==> src/rtl/sfr_pkg.sv <==
// shared types and constants for the serial frame receiver
// no dependencies; imported by every module of the block
package sfr_pkg;

	localparam int unsigned BYTE_W      = 8;
	localparam int unsigned CH_W        = 11;
	localparam int unsigned IDX_W       = 5;
	localparam int unsigned NUM_PROP_CH = 16;
	// window slots 0..23 are kept; slot 24 is only ever compared on entry
	localparam int unsigned WIN_KEEP    = 24;
	localparam int unsigned CH_BITS     = NUM_PROP_CH * CH_W;

	localparam logic [BYTE_W-1:0] START_BYTE  = 8'h0F;
	localparam logic [BYTE_W-1:0] END_BYTE    = 8'h00;
	localparam logic [BYTE_W-1:0] LIMIT_RESET = 8'd50;
	localparam logic [BYTE_W-1:0] COUNT_MAX   = 8'hFF;

	localparam logic [IDX_W-1:0] FLAG_HI_CH = 5'd16;
	localparam logic [IDX_W-1:0] FLAG_LO_CH = 5'd17;

	localparam int unsigned QUEUE_DEPTH_DEF = 4;

	// one queued burst: a decoded frame or a timeout marker
	typedef struct packed {
		logic               tmo;
		logic [1:0]         flags;      // [1] bit 7, [0] bit 6 of slot 23
		logic [CH_BITS-1:0] chan_bits;  // slots 1..22, lsb first
	} sfr_entry_t;

	typedef struct packed {
		logic       valid;
		sfr_entry_t entry;
	} sfr_push_t;

	typedef struct packed {
		logic full;
		logic empty;
	} sfr_qstat_t;

endpackage

==> src/rtl/sfr_front.sv <==
// front end: byte window, search counter, frame and timeout detection
// depends on sfr_pkg; feeds sfr_queue
module sfr_front
	import sfr_pkg::*;
(
	input  logic              clk,
	input  logic              arst_n,
	input  logic              accept,
	input  logic [BYTE_W-1:0] rx_byte,
	input  logic [BYTE_W-1:0] search_limit,
	output sfr_push_t         push
);

	logic [BYTE_W-1:0] win_q [WIN_KEEP];
	logic [BYTE_W-1:0] count_q;
	logic [BYTE_W-1:0] count_next;
	logic              frame_hit;
	logic              tmo_hit;
	logic              clear;

	assign count_next = (count_q == COUNT_MAX) ? count_q : count_q + 8'd1;
	assign frame_hit  = (win_q[0] == START_BYTE) && (rx_byte == END_BYTE);
	// a limit of zero behaves as one since count_next is never zero
	assign tmo_hit    = !frame_hit && (count_next >= search_limit);
	assign clear      = frame_hit || tmo_hit;

	always_comb begin
		push.valid           = accept && clear;
		push.entry.tmo       = !frame_hit;
		push.entry.flags     = {win_q[WIN_KEEP-1][7], win_q[WIN_KEEP-1][6]};
		for (int i = 0; i < CH_BITS / BYTE_W; i++) begin
			push.entry.chan_bits[i*BYTE_W +: BYTE_W] = win_q[i+1];
		end
	end

	always_ff @(posedge clk or negedge arst_n) begin
		if (!arst_n) begin
			count_q <= '0;
			for (int i = 0; i < WIN_KEEP; i++) win_q[i] <= '0;
		end else if (accept) begin
			if (clear) begin
				count_q <= '0;
				for (int i = 0; i < WIN_KEEP; i++) win_q[i] <= '0;
			end else begin
				count_q <= count_next;
				for (int i = 0; i < WIN_KEEP - 1; i++) win_q[i] <= win_q[i+1];
				win_q[WIN_KEEP-1] <= rx_byte;
			end
		end
	end

endmodule

==> src/rtl/sfr_queue.sv <==
// short burst queue between front and back end
// depends on sfr_pkg
module sfr_queue
	import sfr_pkg::*;
#(
	parameter int unsigned DEPTH = QUEUE_DEPTH_DEF
) (
	input  logic       clk,
	input  logic       arst_n,
	input  sfr_push_t  push,
	input  logic       pop,
	output sfr_entry_t head,
	output sfr_qstat_t stat
);

	localparam int unsigned PTR_W = (DEPTH > 1) ? $clog2(DEPTH) : 1;
	localparam int unsigned CNT_W = $clog2(DEPTH + 1);

	sfr_entry_t         mem_q [DEPTH];
	logic [PTR_W-1:0]   wr_ptr_q;
	logic [PTR_W-1:0]   rd_ptr_q;
	logic [CNT_W-1:0]   count_q;
	logic               do_push;
	logic               do_pop;

	assign stat.full  = (count_q == CNT_W'(DEPTH));
	assign stat.empty = (count_q == '0);
	assign do_push    = push.valid && !stat.full;
	assign do_pop     = pop && !stat.empty;
	assign head       = mem_q[rd_ptr_q];

	function automatic logic [PTR_W-1:0] wrap_inc(input logic [PTR_W-1:0] p);
		return (p == PTR_W'(DEPTH - 1)) ? '0 : p + PTR_W'(1);
	endfunction

	always_ff @(posedge clk) begin
		if (do_push) mem_q[wr_ptr_q] <= push.entry;
	end

	always_ff @(posedge clk or negedge arst_n) begin
		if (!arst_n) begin
			wr_ptr_q <= '0;
			rd_ptr_q <= '0;
			count_q  <= '0;
		end else begin
			if (do_push) wr_ptr_q <= wrap_inc(wr_ptr_q);
			if (do_pop)  rd_ptr_q <= wrap_inc(rd_ptr_q);
			if (do_push && !do_pop)      count_q <= count_q + CNT_W'(1);
			else if (do_pop && !do_push) count_q <= count_q - CNT_W'(1);
		end
	end

endmodule

==> src/rtl/sfr_back.sv <==
// back end: walks the queue head and emits one result per cycle while the queue holds an entry and out_ready is high
// depends on sfr_pkg; reads from sfr_queue
module sfr_back
	import sfr_pkg::*;
(
	input  logic              clk,
	input  logic              arst_n,
	input  sfr_entry_t        head,
	input  sfr_qstat_t        stat,
	output logic              pop,
	output logic              out_valid,
	input  logic              out_ready,
	output logic [IDX_W-1:0]  channel_index,
	output logic [CH_W-1:0]   channel_value,
	output logic              search_timeout,
	output logic              last
);

	logic [IDX_W-1:0] ch_q;
	logic             out_valid_q;
	logic [IDX_W-1:0] idx_q;
	logic [CH_W-1:0]  val_q;
	logic             tmo_q;
	logic             last_q;
	logic             produce;
	logic             res_last;
	logic [CH_W-1:0]  res_val;

	assign produce  = !stat.empty && (!out_valid_q || out_ready);
	assign res_last = head.tmo || (ch_q == FLAG_LO_CH);
	assign pop      = produce && res_last;

	always_comb begin
		if (head.tmo) begin
			res_val = '0;
		end else if (ch_q == FLAG_HI_CH) begin
			res_val = {{(CH_W-1){1'b0}}, head.flags[1]};
		end else if (ch_q == FLAG_LO_CH) begin
			res_val = {{(CH_W-1){1'b0}}, head.flags[0]};
		end else begin
			res_val = head.chan_bits[CH_W*ch_q[3:0] +: CH_W];
		end
	end

	always_ff @(posedge clk or negedge arst_n) begin
		if (!arst_n) begin
			ch_q        <= '0;
			out_valid_q <= 1'b0;
		end else begin
			if (produce) begin
				out_valid_q <= 1'b1;
				ch_q        <= res_last ? '0 : ch_q + IDX_W'(1);
			end else if (out_ready) begin
				out_valid_q <= 1'b0;
			end
		end
	end

	always_ff @(posedge clk) begin
		if (produce) begin
			idx_q  <= head.tmo ? '0 : ch_q;
			val_q  <= res_val;
			tmo_q  <= head.tmo;
			last_q <= res_last;
		end
	end

	assign out_valid      = out_valid_q;
	assign channel_index  = idx_q;
	assign channel_value  = val_q;
	assign search_timeout = tmo_q;
	assign last           = last_q;

endmodule

==> src/rtl/sbus_frame_receiver_unit.sv <==
// top level of the serial frame receiver: config register, front, queue, back
// depends on sfr_pkg, sfr_front, sfr_queue, sfr_back
//
// usage
//  - input channel in_valid/in_ready carries one received byte (rx_byte) per
//    transaction; one byte can be taken every cycle while the queue is not full
//  - output channel out_valid/out_ready carries one result per transaction:
//    channel_index, channel_value, search_timeout and last
//  - cfg_wr_en/cfg_wr_data write search_limit (reset 50)
//  - a byte that completes a frame queues a burst of 18 results (16 packed
//    channels, then the two flag channels, last on channel 17); reaching the
//    search limit without a frame queues one timeout result instead
//  - the first result of a burst passes through its queue entry and then the
//    output register; a burst then runs at one result per cycle while out_ready
//    is high, so the rate is set by the output register draining the queue head
//  - throughput: one byte per cycle while the burst queue (QUEUE_DEPTH
//    entries) has room; in_ready falls only when the queue is full
//  - a stalled receiver holds the output register; bytes keep flowing until
//    the queue fills
//  - reset clears the window, the byte count and the queue, and sets the
//    search limit to 50; no clearing pass is needed
module sbus_frame_receiver_unit
	import sfr_pkg::*;
#(
	parameter int unsigned QUEUE_DEPTH = QUEUE_DEPTH_DEF
) (
	input  logic              clk,
	input  logic              arst_n,
	input  logic              cfg_wr_en,
	input  logic [BYTE_W-1:0] cfg_wr_data,
	input  logic              in_valid,
	output logic              in_ready,
	input  logic [BYTE_W-1:0] rx_byte,
	output logic              out_valid,
	input  logic              out_ready,
	output logic [IDX_W-1:0]  channel_index,
	output logic [CH_W-1:0]   channel_value,
	output logic              search_timeout,
	output logic              last
);

	logic [BYTE_W-1:0] limit_q;
	logic              accept;
	sfr_push_t         push;
	sfr_entry_t        head;
	sfr_qstat_t        stat;
	logic              pop;

	// search limit register, to be written only while idle; the block itself does not enforce this
	always_ff @(posedge clk or negedge arst_n) begin
		if (!arst_n) begin
			limit_q <= LIMIT_RESET;
		end else if (cfg_wr_en) begin
			limit_q <= cfg_wr_data;
		end
	end

	// a byte is taken whenever the queue can hold a possible burst entry
	assign in_ready = !stat.full;
	assign accept   = in_valid && in_ready;

	sfr_front u_front (
		.clk          (clk),
		.arst_n       (arst_n),
		.accept       (accept),
		.rx_byte      (rx_byte),
		.search_limit (limit_q),
		.push         (push)
	);

	sfr_queue #(
		.DEPTH (QUEUE_DEPTH)
	) u_queue (
		.clk    (clk),
		.arst_n (arst_n),
		.push   (push),
		.pop    (pop),
		.head   (head),
		.stat   (stat)
	);

	sfr_back u_back (
		.clk            (clk),
		.arst_n         (arst_n),
		.head           (head),
		.stat           (stat),
		.pop            (pop),
		.out_valid      (out_valid),
		.out_ready      (out_ready),
		.channel_index  (channel_index),
		.channel_value  (channel_value),
		.search_timeout (search_timeout),
		.last           (last)
	);

	// a timeout result is a lone, zeroed, final result
	a_tmo_shape: assert property (@(posedge clk) disable iff (!arst_n)
		(out_valid && search_timeout) |->
			(last && channel_index == '0 && channel_value == '0))
		else $error("timeout result malformed");

	// a frame burst closes only on the second flag channel
	a_last_ch: assert property (@(posedge clk) disable iff (!arst_n)
		(out_valid && last && !search_timeout) |-> (channel_index == FLAG_LO_CH))
		else $error("frame burst ended early");

	// mid-burst results follow back to back with rising channel numbers
	a_burst_seq: assert property (@(posedge clk) disable iff (!arst_n)
		(out_valid && out_ready && !last) |=>
			(out_valid && channel_index == $past(channel_index) + IDX_W'(1)))
		else $error("burst broken");

	// nothing is pushed while the queue is full
	a_no_overflow: assert property (@(posedge clk) disable iff (!arst_n)
		stat.full |-> !accept)
		else $error("byte taken with full queue");

endmodule

==> config.mk <==
export PLATFORM = sky130hd
export DESIGN_NAME = sbus_frame_receiver_unit
export DESIGN_NICKNAME = d
export VERILOG_FILES = /design/src/rtl/sfr_pkg.sv /design/src/rtl/sfr_front.sv /design/src/rtl/sfr_queue.sv /design/src/rtl/sfr_back.sv /design/src/rtl/sbus_frame_receiver_unit.sv
export SDC_FILE = /design/constraint.sdc
export NUM_CORES = 1
export LEC_CHECK = 0
export BUFFER_PORTS_ARGS = -buffer_cell sky130_fd_sc_hd__buf_4
export CELL_PAD_IN_SITES_DETAIL_PLACEMENT = 1
export CELL_PAD_IN_SITES_GLOBAL_PLACEMENT = 2
export CORE_AREA = 2 2 309 311
export DETAILED_ROUTE_END_ITERATION = 8
export DIE_AREA = 0 0 311 313
export PLACE_DENSITY = 0.78
export SLEW_MARGIN = 10
export SYNTH_ARGS = -nofsm -noshare
export SYNTH_HDL_FRONTEND = slang
export SYNTH_SLANG_ARGS = --single-unit
==> constraint.sdc <==
create_clock -name clk -period 11.5 [get_ports clk]
set_input_delay 1.725 -clock clk [delete_from_list [all_inputs] [get_ports clk]]
set_output_delay 1.725 -clock clk [all_outputs]
set_load 0.02 [all_outputs]
# == Word-level counts from Yosys, hierarchy flattened ==
# Memories as Yosys holds them, arrays and structs flattened.
# Index checks and enable logic that the tools add are counted.
# word_totals
mem_bits_ro,0
memories,1
out_inout_bits,20
in_bits,21
mem_bits_rw,716
reg_bits,239
latch_bits,0
# op_classes
mul,1
shifts,1
muxes,14
reduce_logical,24
div_mod_pow,0
eq_ne,7
order_cmp,1
add_sub_neg,6
bitwise,0
# memory_table
name,depth,width,read_ports,rd_clocked_by_memory_dff,wr,line_no,source
u_queue.mem_q,4,179,1,0,1,sfr_queue.sv:19,sfr_entry_t mem_q [DEPTH];
# ops
op,n
$mux 192,1
$shiftx 176x9->11,1
$mux 8,2
$eq 5x5->1 const B,2
$logic_and 1x1->1,10
$add 8x1->8 const B,1
$eq 8x4->1 const B,1
$eq 8x8->1 const B,1
$ge 8x8->1,1
$logic_not 8->1,1
$mul 4x4->8 const A,1
$logic_not 1->1,6
$mux 1,6
$mux 3,2
$add 5x1->5 const B,1
$mux 5,1
$add 2x1->2 const B,2
$eq 2x2->1 const B,2
$mux 2,2
$reduce_bool 2->1,2
$add 3x1->3 const B,1
$eq 3x3->1 const B,1
$logic_not 3->1,1
$logic_or 1x1->1,3
other kinds (2),2

# == Depth between registers and ports, before layout ==
# logic_depth
depth_word,11
mapped_depth,20
ltp_nobuf,18

# == Cells and area by module ==
# Synthesis repeated with hierarchy kept, for this count alone.
# hier_totals
hier_cells,2256
hier_area_um2,38827.2
# by_module_without_submodules
module,n_inst,cells_per_inst,area_each_um2,seq_area_each_um2
sfr_queue,1,972,26225.2,21675.8
sfr_front,1,1100,9933.3,5004.8
sfr_back,1,165,2323.5,690.7
sbus_frame_receiver_unit,1,19,345.3,203.9

# == Least setup slack after synthesis ==
# Ideal clock, no wire load.
# synth_timing
path_kind,input to register
start,input port rx_byte[1]
end,"memory u_queue.mem_q[0][0] (netlist name), enable pin"
cell_stages,7
required_time_ps,10939
path_slack_ps,3674
setup_ps,561
t_arrival_ps,7265
cell_sequence,or4_1 nor4_2 a211oi_1 o31ai_4 buf_4 buf_4 and3_1
# synth_between
elab_chain_cells,9
# synth_rtl
element,line_no,source
start: declaration,sbus_frame_receiver_unit.sv:33,"input logic [BYTE_W-1:0] rx_byte,"
$logic_not 8->1 (*),sfr_front.sv:22,assign frame_hit = (win_q[0] == START_BYTE) && (rx_byte == END_BYTE);
$logic_and 1x1->1 (*),sfr_front.sv:22,
$logic_not 1->1,sfr_front.sv:24,assign tmo_hit = !frame_hit && (count_next >= search_limit);
$logic_and 1x1->1,sfr_front.sv:24,
$logic_or 1x1->1 (*),sfr_front.sv:25,assign clear = frame_hit || tmo_hit;
$logic_and 1x1->1 (*),sfr_front.sv:28,push.valid = accept && clear;
$logic_and 1x1->1 (*),sfr_queue.sv:28,assign do_push = push.valid && !stat.full;
$mux 1 (*),sfr_queue.sv:37,if (do_push) mem_q[wr_ptr_q] <= push.entry;
$mux 1 (implied by the code) (*),sfr_queue.sv:37,
end: declaration,sfr_queue.sv:19,
# Mark *: on every way between the ends. The rest lies on a longest branch, timed or not.

# == Worst setup path after layout ==
# layout_timing
start,input port rx_byte[1]
end,"memory u_queue.mem_q[0][37] (netlist name), enable pin"
# Same word-level chain as after synthesis.

==> results.txt <==
Sink Count: 955
die area: 0.0973 sq mm
Worst Tran Pin Value: 1130 ps
clk_skew: 26.0 ps
# H-tree levels: 3
first-pass GRT wire length: 140000 microns
P per Cell Area: 264 mW/mm^2
via count: 19800
Yosys Warn Count: 0
vias in the first global route: 21400
cells resized by post-CTS repair: 0
Syn Inst Count: 2219
Row Count: 113
Worst setup EP type: flip-flop
CP max stage cell: and3_4
crit start category: input port
Overflow after GRT: 0
CTS tree: yes
crit-path max FO: 207
reg-to-reg slack, setup: 5810 ps
Initial Util: 39.5%
worst setup margin: 5650 ps
Final #Nets: 2293
largest cells by area after synthesis: edfxtp_1 59%, dfrtp_1 15%, mux4_2 11%
crit path buf inv count: 3
Syn Area/Cell: 16.8 sq um
routing usage on met2: 31.6%
dpl hpwl: 52900 microns
final setup TNS: 0 ps
largest family of logic cells by synthesized area: multiplexers
endpoints failing hold: 0
Post CTS Setup Buffer Count: 0
Crit path largest cell delay: 960 ps
share of post-route cells with drive strength above 1: 18.3%
sequential fraction of the synthesis area: 74.1%
crit share post-route: 50.9%
starting DRC count in detailed routing: 1917
clock latency on the worst-skew pair: 660 ps
met1 Usage GRT: 26.4%
number of synthesized flops with an enable pin: 734
delay-heaviest family, CP: simple AND/OR/NAND/NOR gates
# port buffers: 40
area share of and/or/nand/nor cells after synthesis: 6.18%
crit path kind: in -> reg
most used routing layer: met2
fmax: 171 MHz
Filler Cell Count: 9122
Tot GR Track Use: 19.0%
Die Height: 313 microns
Syn Std Cell Area: 0.0372 sq mm
clock buffer depth: 3
dpl ws: 4680 ps
Max Slew Vio Count: 0
Total Power: 0.0112 W
post-DR wirelength/cell: 25.6 microns
mux contribution to synthesized area: 12.6%
Reg clk slew, reported paths: 60 ps
Yosys top cell by area: edfxtp_1
Leak: 14.8 nW
register area: 0.0276 sq mm
#FFs+latches synth: 955
worst path required time: 11760 ps
Synth Area in Compound Gates: 4.49%
outcome: complete, no violations
Ports: 41
Synth top area share: 59.2%
slew margin rel.: 24.6%
vias per inst: 5.50
endpoints failing setup: 0
clock root buffer: clkbuf_16
hold buffer count at CTS: 0
Cell Chain, Critical Path: buf_4 > or4_1 > nor4_2 > a211oi_1 > o31ai_4 > buf_12 > and3_4 > buf_4
final WL: 92300 microns
routability cong.: 0.754
drt drc: 0
Syn Nets: 2259
most used cell, CP: buf_4
ANT nets after route: 0
Hold Path Class: reg -> reg
largest net degree at the start of global routing: 208
post-synthesis xor/xnor area fraction: 0.165%
max cap viols: 0
RSZ-0062 raised after global routing: no
die width: 311 microns
adder-cell share of the synthesized area: 0.659%
Synth async-reset ratio: 23.1%
ys flop type: edfxtp_1
CTS buffer count: 98
Yosys cell types: 59
antenna violations before repair: 4
Pre-Repair DR Iteration Count: 5
met3 Track Usage GR: 2.88%
WP data arrival: 6120 ps
core area: 0.0942 sq mm
Tmin final: 5850 ps
area of the multi-input gates: 0.00899 sq mm
Layout area overhead: 13.4%
Worst IR Drop VDD: 0.000167 V
-- metal layers --
layer	share of wire, %	vias to the layer above
met2	49	519
met1	43	10700
met3	5.4	111
li1	-	8540
met4	1.9	2
met5	0.0087	-
-- final timing paths --
check / cells after the start / to / start
worst max-delay path: 8 / u_queue.mem_q[0][37]$_DFFE_PP_ / rx_byte[1]
worst min-delay path: 2 / u_front.win_q[3]$_DFFE_PN0P_ / u_front.win_q[3]$_DFFE_PN0P_
worst max register to register: 12 / u_queue.mem_q[0][37]$_DFFE_PP_ / u_front.count_q[0]$_DFFE_PN0P_
worst min register to register: 2 / u_front.win_q[3]$_DFFE_PN0P_ / u_front.win_q[3]$_DFFE_PN0P_
max in group asynchronous: 3 / u_front.push[105]$_DFFE_PN0P_ / arst_n
min in group asynchronous: 1 / u_front.push[76]$_DFFE_PN0P_ / arst_n
-- power breakdown --
group	switching, W	leakage (nW)	internal (W)
sequential	0.000640	9.99	0.00452
clock	0.00134	1.67	0.00202
combinational	0.00163	3.18	0.00101
-- through the flow --
step / utilization [%] / cell area (sq um) / hold slack, ps / instances
finish: 44.9 / 42200 / 491 / 3606
global route: 44.9 / 42200 / 515 / 3604
floorplan: - / 37200 / 441 / 2219
global placement: 41.2 / 38800 / 460 / 3418
CTS: 44.9 / 42200 / 499 / 3604
detailed placement: 41.2 / 38800 / 485 / 3418
-- cells in the mapped netlist, drive strengths merged (6+ instances only) --
library cell and n:
o22ai 11, ha 18, clkbuf 77, mux4 190
a21o 6, nand2b 6, nand3 22, o21ai 214
mux2i 32, nor2 21, nand2 463, buf 55
a32oi 7, inv 16, a22oi 7, a211oi 11
and3 8, a31oi 11, nand4 7, nor2b 13
edfxtp 734, nor3 6, dfrtp 218, a21oi 18
-- cell families (layout without fill, tap and decap cells) --
kind of cell | count (synthesis) | in the layout
muxes | 227 | 227
and+or+nand+nor | 563 | 563
adders and majority gates | 19 | 19
DFF | 955 | 955
xor gates and xnor gates | 7 | 7
AOI/OAI and AO/OA | 299 | 299
buffers and inverters | 149 | 269
other | 0 | 2
-- tightest hold or removal path: cells and delay by family (launching register included) --
kind | cells | cell delay (ps)
AO/OA/AOI/OAI | 1 | 60
AND/OR/NAND/NOR | 1 | 50
flip-flops | 1 | 350
-- flip-flops by register name, summed over array words and instances, names as in the netlist, 2 cells and up --
signal	count
u_front.push	178
u_queue.mem_q	716
limit_q	8
u_front.win_q	14
u_back.ch_q	5
u_back.channel_value	11
u_back.channel_index	5
u_front.count_q	8
u_queue.rd_ptr_q	2
u_queue.wr_ptr_q	2
u_queue.count_q	3
-- layout make-up --
type / count / share of cell area (%)
clock inverter: 54 / 1.75
tap: 1265 / 3.75
inverter: 17 / 0.151
timing repair buffer: 66 / 1.40
sequential: 955 / 65.3
antenna: 2 / 0.0118
multi-input combinational: 1115 / 21.3
clock buffer: 132 / 6.35
-- placed cells by master, fill, tap and decap left out, drive strengths merged, types with 8 or more instances in the layout --
cell / n
edfxtp: 734
nand2: 463
dfrtp: 218
o21ai: 214
mux4: 190
clkbuf: 132
buf: 66
mux2i: 32
clkinv: 30
nand3: 22
nor2: 21
inv: 20
a21oi: 18
ha: 18
bufinv: 17
nor2b: 13
a211oi: 11
o22ai: 11
a31oi: 11
and3: 8
Power figures use the tool's default switching activity.
